[src/rtl/swrl_pkg.sv]
// Package for the sliding window rate limiter.
// Holds the history size, field widths, register indexes and the
// controller/datapath handshake structs. It depends on nothing.
package swrl_pkg;

  localparam int HISTORY_DEPTH = 64;
  localparam int HIST_AW = (HISTORY_DEPTH > 1) ? $clog2(HISTORY_DEPTH) : 1;
  localparam int COUNT_W = $clog2(HISTORY_DEPTH + 1);

  localparam int TIME_W = 32;
  localparam int CFG_W = 16;
  localparam int CFG_INDEX_W = 2;
  localparam int RECENT_W = 7;

  localparam logic [CFG_INDEX_W-1:0] REG_REQUEST_LIMIT = 2'd0;
  localparam logic [CFG_INDEX_W-1:0] REG_WINDOW_SECONDS = 2'd1;

  localparam logic [CFG_W-1:0] RESET_REQUEST_LIMIT = 16'd30;
  localparam logic [CFG_W-1:0] RESET_WINDOW_SECONDS = 16'd60;

  typedef struct packed {
    logic start;
    logic issue_read;
    logic commit;
  } ctl_cmd_t;

  typedef struct packed {
    logic empty;
    logic last_read;
  } ctl_status_t;

endpackage

[src/rtl/swrl_ctrl.sv]
// Controller state machine for the sliding window rate limiter.
// Sequences the history scan and the result hand-off; depends on swrl_pkg.
module swrl_ctrl (
  input  logic                   clk,
  input  logic                   rst,
  input  logic                   in_valid,
  output logic                   in_ready,
  output logic                   out_valid,
  input  logic                   out_ready,
  input  swrl_pkg::ctl_status_t  status,
  output swrl_pkg::ctl_cmd_t     cmd
);
  import swrl_pkg::*;

  typedef enum logic [1:0] {
    IDLE,
    READ,
    DRAIN,
    DONE
  } state_t;

  state_t state;
  logic   out_free;

  assign in_ready = (state == IDLE);
  assign out_free = !out_valid || out_ready;

  always_comb begin
    cmd.start      = (state == IDLE) && in_valid;
    cmd.issue_read = (state == READ);
    cmd.commit     = (state == DONE) && out_free;
  end

  always_ff @(posedge clk) begin
    if (rst) begin
      state     <= IDLE;
      out_valid <= 1'b0;
    end else begin
      if (out_valid && out_ready) begin
        out_valid <= 1'b0;
      end
      unique case (state)
        IDLE: begin
          if (in_valid) begin
            state <= status.empty ? DONE : READ;
          end
        end
        READ: begin
          if (status.last_read) begin
            state <= DRAIN;
          end
        end
        DRAIN: begin
          state <= DONE;
        end
        DONE: begin
          if (out_free) begin
            out_valid <= 1'b1;
            state     <= IDLE;
          end
        end
        default: begin
          state <= IDLE;
        end
      endcase
    end
  end

endmodule

[src/rtl/swrl_datapath.sv]
// Datapath for the sliding window rate limiter: stamp memory, scan counter,
// window count and oldest-age accumulators, and result registers.
// Depends on swrl_pkg.
module swrl_datapath (
  input  logic                                  clk,
  input  logic                                  rst,
  input  logic                                  cfg_write,
  input  logic [swrl_pkg::CFG_INDEX_W-1:0]      cfg_index,
  input  logic [swrl_pkg::CFG_W-1:0]            cfg_data,
  input  logic [swrl_pkg::TIME_W-1:0]           now_seconds,
  input  swrl_pkg::ctl_cmd_t                    cmd,
  output swrl_pkg::ctl_status_t                 status,
  output logic                                  granted,
  output logic [swrl_pkg::RECENT_W-1:0]         recent_count,
  output logic [swrl_pkg::CFG_W-1:0]            wait_seconds
);
  import swrl_pkg::*;

  logic [TIME_W-1:0]  grant_stamps [HISTORY_DEPTH];

  logic [CFG_W-1:0]   request_limit;
  logic [CFG_W-1:0]   window_seconds;
  logic [COUNT_W-1:0] filled_entries;
  logic [HIST_AW-1:0] next_slot;
  logic               rd_valid;

  logic [TIME_W-1:0]  now_reg;
  logic [COUNT_W-1:0] scan_idx;
  logic [TIME_W-1:0]  rd_data;
  logic [COUNT_W-1:0] recent;
  logic [TIME_W-1:0]  oldest_age;

  logic [TIME_W-1:0]  age;
  logic [TIME_W-1:0]  window_ext;
  logic               grant;
  logic [CFG_W-1:0]   wait_value;

  assign window_ext = {{(TIME_W-CFG_W){1'b0}}, window_seconds};
  assign age        = now_reg - rd_data;
  assign grant      = {{(CFG_W-COUNT_W){1'b0}}, recent} < request_limit;

  always_comb begin
    if ((filled_entries != '0) && (oldest_age < window_ext)) begin
      wait_value = window_seconds - oldest_age[CFG_W-1:0];
    end else begin
      wait_value = '0;
    end
  end

  assign status.empty     = (filled_entries == '0);
  assign status.last_read = ((scan_idx + COUNT_W'(1)) == filled_entries);

  always_ff @(posedge clk) begin
    if (rst) begin
      request_limit  <= RESET_REQUEST_LIMIT;
      window_seconds <= RESET_WINDOW_SECONDS;
      filled_entries <= '0;
      next_slot      <= '0;
      rd_valid       <= 1'b0;
    end else begin
      rd_valid <= cmd.issue_read;
      if (cfg_write) begin
        if (cfg_index == REG_REQUEST_LIMIT) begin
          request_limit <= cfg_data;
        end else if (cfg_index == REG_WINDOW_SECONDS) begin
          window_seconds <= cfg_data;
        end
      end
      if (cmd.commit && grant) begin
        if (next_slot == HIST_AW'(HISTORY_DEPTH - 1)) begin
          next_slot <= '0;
        end else begin
          next_slot <= next_slot + HIST_AW'(1);
        end
        if (filled_entries != COUNT_W'(HISTORY_DEPTH)) begin
          filled_entries <= filled_entries + COUNT_W'(1);
        end
      end
    end
  end

  always_ff @(posedge clk) begin
    if (cmd.start) begin
      now_reg    <= now_seconds;
      scan_idx   <= '0;
      recent     <= '0;
      oldest_age <= '0;
    end else begin
      if (cmd.issue_read) begin
        scan_idx <= scan_idx + COUNT_W'(1);
      end
      if (rd_valid) begin
        if (age < window_ext) begin
          recent <= recent + COUNT_W'(1);
        end
        if (age > oldest_age) begin
          oldest_age <= age;
        end
      end
    end
    if (cmd.commit) begin
      granted      <= grant;
      recent_count <= RECENT_W'(recent);
      wait_seconds <= wait_value;
    end
  end

  always_ff @(posedge clk) begin
    if (cmd.issue_read) begin
      rd_data <= grant_stamps[scan_idx[HIST_AW-1:0]];
    end
    if (cmd.commit && grant) begin
      grant_stamps[next_slot] <= now_reg;
    end
  end

endmodule

[src/rtl/sliding_window_rate_limiter_unit.sv]
// Sliding window rate limiter top level: controller plus datapath.
// A request is accepted in IDLE, then the controller scans every held stamp
// (READ), lets the last read settle (DRAIN) and commits the result (DONE); one
// item is in work at a time, so a new request waits until the scan ends.
// Synchronous reset clears the history count and ring pointer and restores
// the limit to 30 and the window to 60 seconds; the memory itself is not cleared.
module sliding_window_rate_limiter_unit (
  input  logic                              clk,
  input  logic                              rst,
  input  logic                              cfg_write,
  input  logic [swrl_pkg::CFG_INDEX_W-1:0]  cfg_index,
  input  logic [swrl_pkg::CFG_W-1:0]        cfg_data,
  input  logic                              in_valid,
  output logic                              in_ready,
  input  logic [swrl_pkg::TIME_W-1:0]       now_seconds,
  output logic                              out_valid,
  input  logic                              out_ready,
  output logic                              granted,
  output logic [swrl_pkg::RECENT_W-1:0]     recent_count,
  output logic [swrl_pkg::CFG_W-1:0]        wait_seconds
);
  import swrl_pkg::*;

  ctl_cmd_t    cmd;
  ctl_status_t status;

  swrl_ctrl u_ctrl (
    .clk       (clk),
    .rst       (rst),
    .in_valid  (in_valid),
    .in_ready  (in_ready),
    .out_valid (out_valid),
    .out_ready (out_ready),
    .status    (status),
    .cmd       (cmd)
  );

  swrl_datapath u_datapath (
    .clk          (clk),
    .rst          (rst),
    .cfg_write    (cfg_write),
    .cfg_index    (cfg_index),
    .cfg_data     (cfg_data),
    .now_seconds  (now_seconds),
    .cmd          (cmd),
    .status       (status),
    .granted      (granted),
    .recent_count (recent_count),
    .wait_seconds (wait_seconds)
  );

endmodule

[config.mk]
export PLATFORM = sky130hd
export DESIGN_NAME = sliding_window_rate_limiter_unit
export DESIGN_NICKNAME = d
export VERILOG_FILES = /design/src/rtl/swrl_pkg.sv /design/src/rtl/swrl_ctrl.sv /design/src/rtl/swrl_datapath.sv /design/src/rtl/sliding_window_rate_limiter_unit.sv
export SDC_FILE = /design/constraint.sdc
export NUM_CORES = 2
export LEC_CHECK = 0
export BUFFER_PORTS_ARGS = -buffer_cell sky130_fd_sc_hd__clkbuf_2
export CAP_MARGIN = 30
export CORE_ASPECT_RATIO = 1.4
export CORE_MARGIN = 2
export CORE_UTILIZATION = 55
export DETAILED_ROUTE_END_ITERATION = 6
export GPL_TIMING_DRIVEN = 1
export HOLD_SLACK_MARGIN = 0.1
export PLACE_DENSITY = 0.73
export SLEW_MARGIN = 10
export SYNTH_ARGS = -nofsm -noshare
export SYNTH_HDL_FRONTEND = slang
export SYNTH_SLANG_ARGS = --single-unit
[constraint.sdc]
create_clock -name clk -period 5.2 [get_ports clk]
set_input_delay 0.78 -clock clk [delete_from_list [all_inputs] [get_ports clk]]
set_output_delay 0.78 -clock clk [all_outputs]
set_load 0.01 [all_outputs]
==> metrics.md <==
| Metric | Value |
|---|---|
| Initial DRC Count | roughly 4800 |
| Number of synthesized flops with an enable pin | ~2100 |
| Most frequent cells in the layout | 2136 x edfxtp_1, 655 x mux4_2, 196 x clkbuf_16 |
| CP Max Fanout | 34 |
| Leakage | about 31 nW |
| Critical Path AT | roughly 5.5 ns |
| Final Util | between 60% and 70% |
| Setup TNS | 0 ns |
| Final Hold Viols | 0 |
| Hold Path Class | primary input to flop |
| GRT Util Overall | 26.2% |
| Synthesized instance count | approximately 4200 |
| CTS tree | yes |
| Post-synthesis area per instance | roughly 21 sq um |
| TritonRoute pass-1 iters | 5 |
| Largest net degree at the start of global routing | 93 |
| Critical Path Start Type | flop |
| Top cell type's share of synthesized area | 72.3% |
| Crit path cell chain | ha_1 -> nand4_1 -> a2111oi_0 -> o21ai_0 -> a21bo_2 -> a21oi_1 -> a311oi_1 -> xnor2_1 -> ha_1 -> nand4_1 -> nor4_1 -> o41ai_1 -> a31oi_4 -> buf_12 -> mux2i_1 -> nor2_1 |
| RSZ-0062 raised after global routing | false |
| Synthesized area | 88800 sq um |
| Fillers | 10475 |
| Vias in the first global route | 44446 |
| Clock skew | between 0.03 and 0.04 ns |
| I/O pins | around 80 |
| First-pass GRT wire length | between 300000 and 400000 um |
| Site row count | 174 |
| Post-DP HPWL | around 120000 um |
| Non-Filler Instances | ~6700 |
| Post-layout minimum cycle time | roughly 4.9 ns |
| Placer Congestion | 0.910 |
| Via density | 6.45 |
| Largest buffer count on any clock path | 3 |
| FF+latch count, synth | between 2000 and 2500 |
| Sequential area share after synthesis | 74.4% |
| CP bufs+invs | 1 |
| Synth unique cells | 76 |
| Final worst path period share | 93.4% |
| Die Y | about 480 um |
| Flip-flop count of the largest register after layout | approximately 2000 |
| Post-synth ARST share | 0% |
| Die extent in x | ~340 um |
| Area Overhead vs Synth | 12.5% |
| Max_slew headroom | around 34% |
| Drc violations | 0 |
| Worst-Skew Late Latency | 0.84 ns |
| Slowest stage cell, crit path | ha_1 |
| Max-Cap Viols | 0 |
| Yosys top cell by area | edfxtp_1 |
| Synth top area cells | edfxtp_1 72%, mux4_2 17%, dfxtp_1 2.1% |
| Nets | 4620 |
| Worst-margin pin slew | 0.985 ns |
| Final WL | roughly 210000 um |
| Crit Path Class | flop to flop |
| Synth Flop Type | edfxtp_1 |
| Pwr/cell area | ~470 nW/um^2 |
| IO buf count | 80 |
| Register name with the most flops | u_datapath.grant_stamps |
| Placed cells | ~6400 |
| Commonest non-fill, non-tap cell in the layout | edfxtp_1 |
| CTS buffer count | around 190 |
| Initial antenna violation count | 7 |
| Peak supply drop | 0.331 mV |
| Status | complete, no violations |
| Slew Limit Fails | 0 |
| Top delay family on crit path | compound AO/OA/AOI/OAI gates |
| Routed vias | 43304 |
| Syn Nets | 4373 |
| Core Area | approximately 160000 sq um |
| Starting density of the core | 55.3% |
| CP endpoint kind | flop |
| CP required | a little under 6 ns |
| H-tree levels | 4 |
| Final setup viols | 0 |
| Ratio of cells with drive above 1 in the final layout | 28.6% |
| Post-DR wirelength/cell | between 30 and 40 um |
| Worst-path clk slew | about 0.070 ns |
| Total clock sinks | 2231 |
| Clk root buf | clkbuf_16 |
| Maximum clock rate | around 0.21 GHz |
| Die ar. | about 160000 sq um |
| Grt ovf | 0 |
| Critical path's largest stage delay | about 0.5 ns |
| Number of antenna-violating nets in the routed design | 0 |
| Synth warnings | 0 |
## synthesized netlist by cell type, types with 25 or more instances
cell	n
edfxtp_1	2136
mux4_2	655
nor2_1	158
nand2_1	136
clkbuf_1	124
ha_1	124
inv_1	117
dfxtp_1	95
a21oi_1	85
buf_1	63
mux2i_1	59
o21ai_0	58
xnor2_1	30
a21o_1	25
## where the power goes
group,internal [mW],switching [mW],total (mW)
Combinational,5.39,6.46,11.8
Clock,7.96,6.43,14.4
Sequential,20.8,0.277,21.0
Total,34.1,13.2,47.3
## through the flow
step	area [sq um]	hold slack, ns	total power [mW]	worst slack (ns)
global route	99800	0.123	49.0	0.0769
global placement	93500	0.443	33.1	0.439
detailed placement	93500	0.450	33.3	0.349
finish	99800	0.153	47.3	0.341
CTS	99800	0.101	47.5	0.298
floorplan	88800	0.436	29.7	0.0711
## final cells by class
type	instances	area, sq um	area share (%)
well taps	2112	2640	2.65
clock inverters	117	1180	1.18
inverters	119	447	0.447
clock buffers	233	5100	5.11
multi-input cells	1641	22000	22.0
diodes	2	5.00	0.00501
flip-flops and latches	2231	66100	66.2
repair buffers	254	2380	2.38
## final timing paths
check | startpoint | endpoint | slack (ns) | cells after the start
max | u_datapath.now_reg[13] | u_datapath.oldest_age[23] | 0.34 | 16
max reg2reg | u_datapath.now_reg[13] | u_datapath.oldest_age[23] | 0.34 | 16
min reg2reg | u_datapath.request_limit[11] | u_datapath.request_limit[11] | 0.46 | 2
min | now_seconds[31] | u_datapath.now_reg[31] | 0.15 | 1
## cells by family after synthesis
kind of cell             synth area share (%)
adder cells (fa/ha/maj)                  1.79
AND/OR/NAND/NOR                          2.46
multiplexers                             17.5
flip-flops                               74.4
buffers and inverters                    1.38
XOR/XNOR                                0.464
AO/OA/AOI/OAI                            2.00
## routing by layer
| layer | track usage, % | wire, um | vias to the layer above |
|---|---|---|---|
| met4 | 7.58 | 5840 | 6 |
| met2 | 45.6 | 112000 | 2137 |
| met1 | 34.4 | 77600 | 22944 |
| li1 | - | - | 17868 |
| met3 | 3.87 | 15800 | 349 |
| met5 | 0 | 39 | - |
## timing repair
| item | CTS | global route |
|---|---|---|
| resized for setup | 0 | 1 |
| buffers inserted | 0 | 0 |
| endpoints found under the hold margin | 2 | 0 |
| hold buffers | 2 | 0 |
| setup endpoints to repair | 0 | 25 |
No activity file was read; power rests on OpenSTA's default activity.
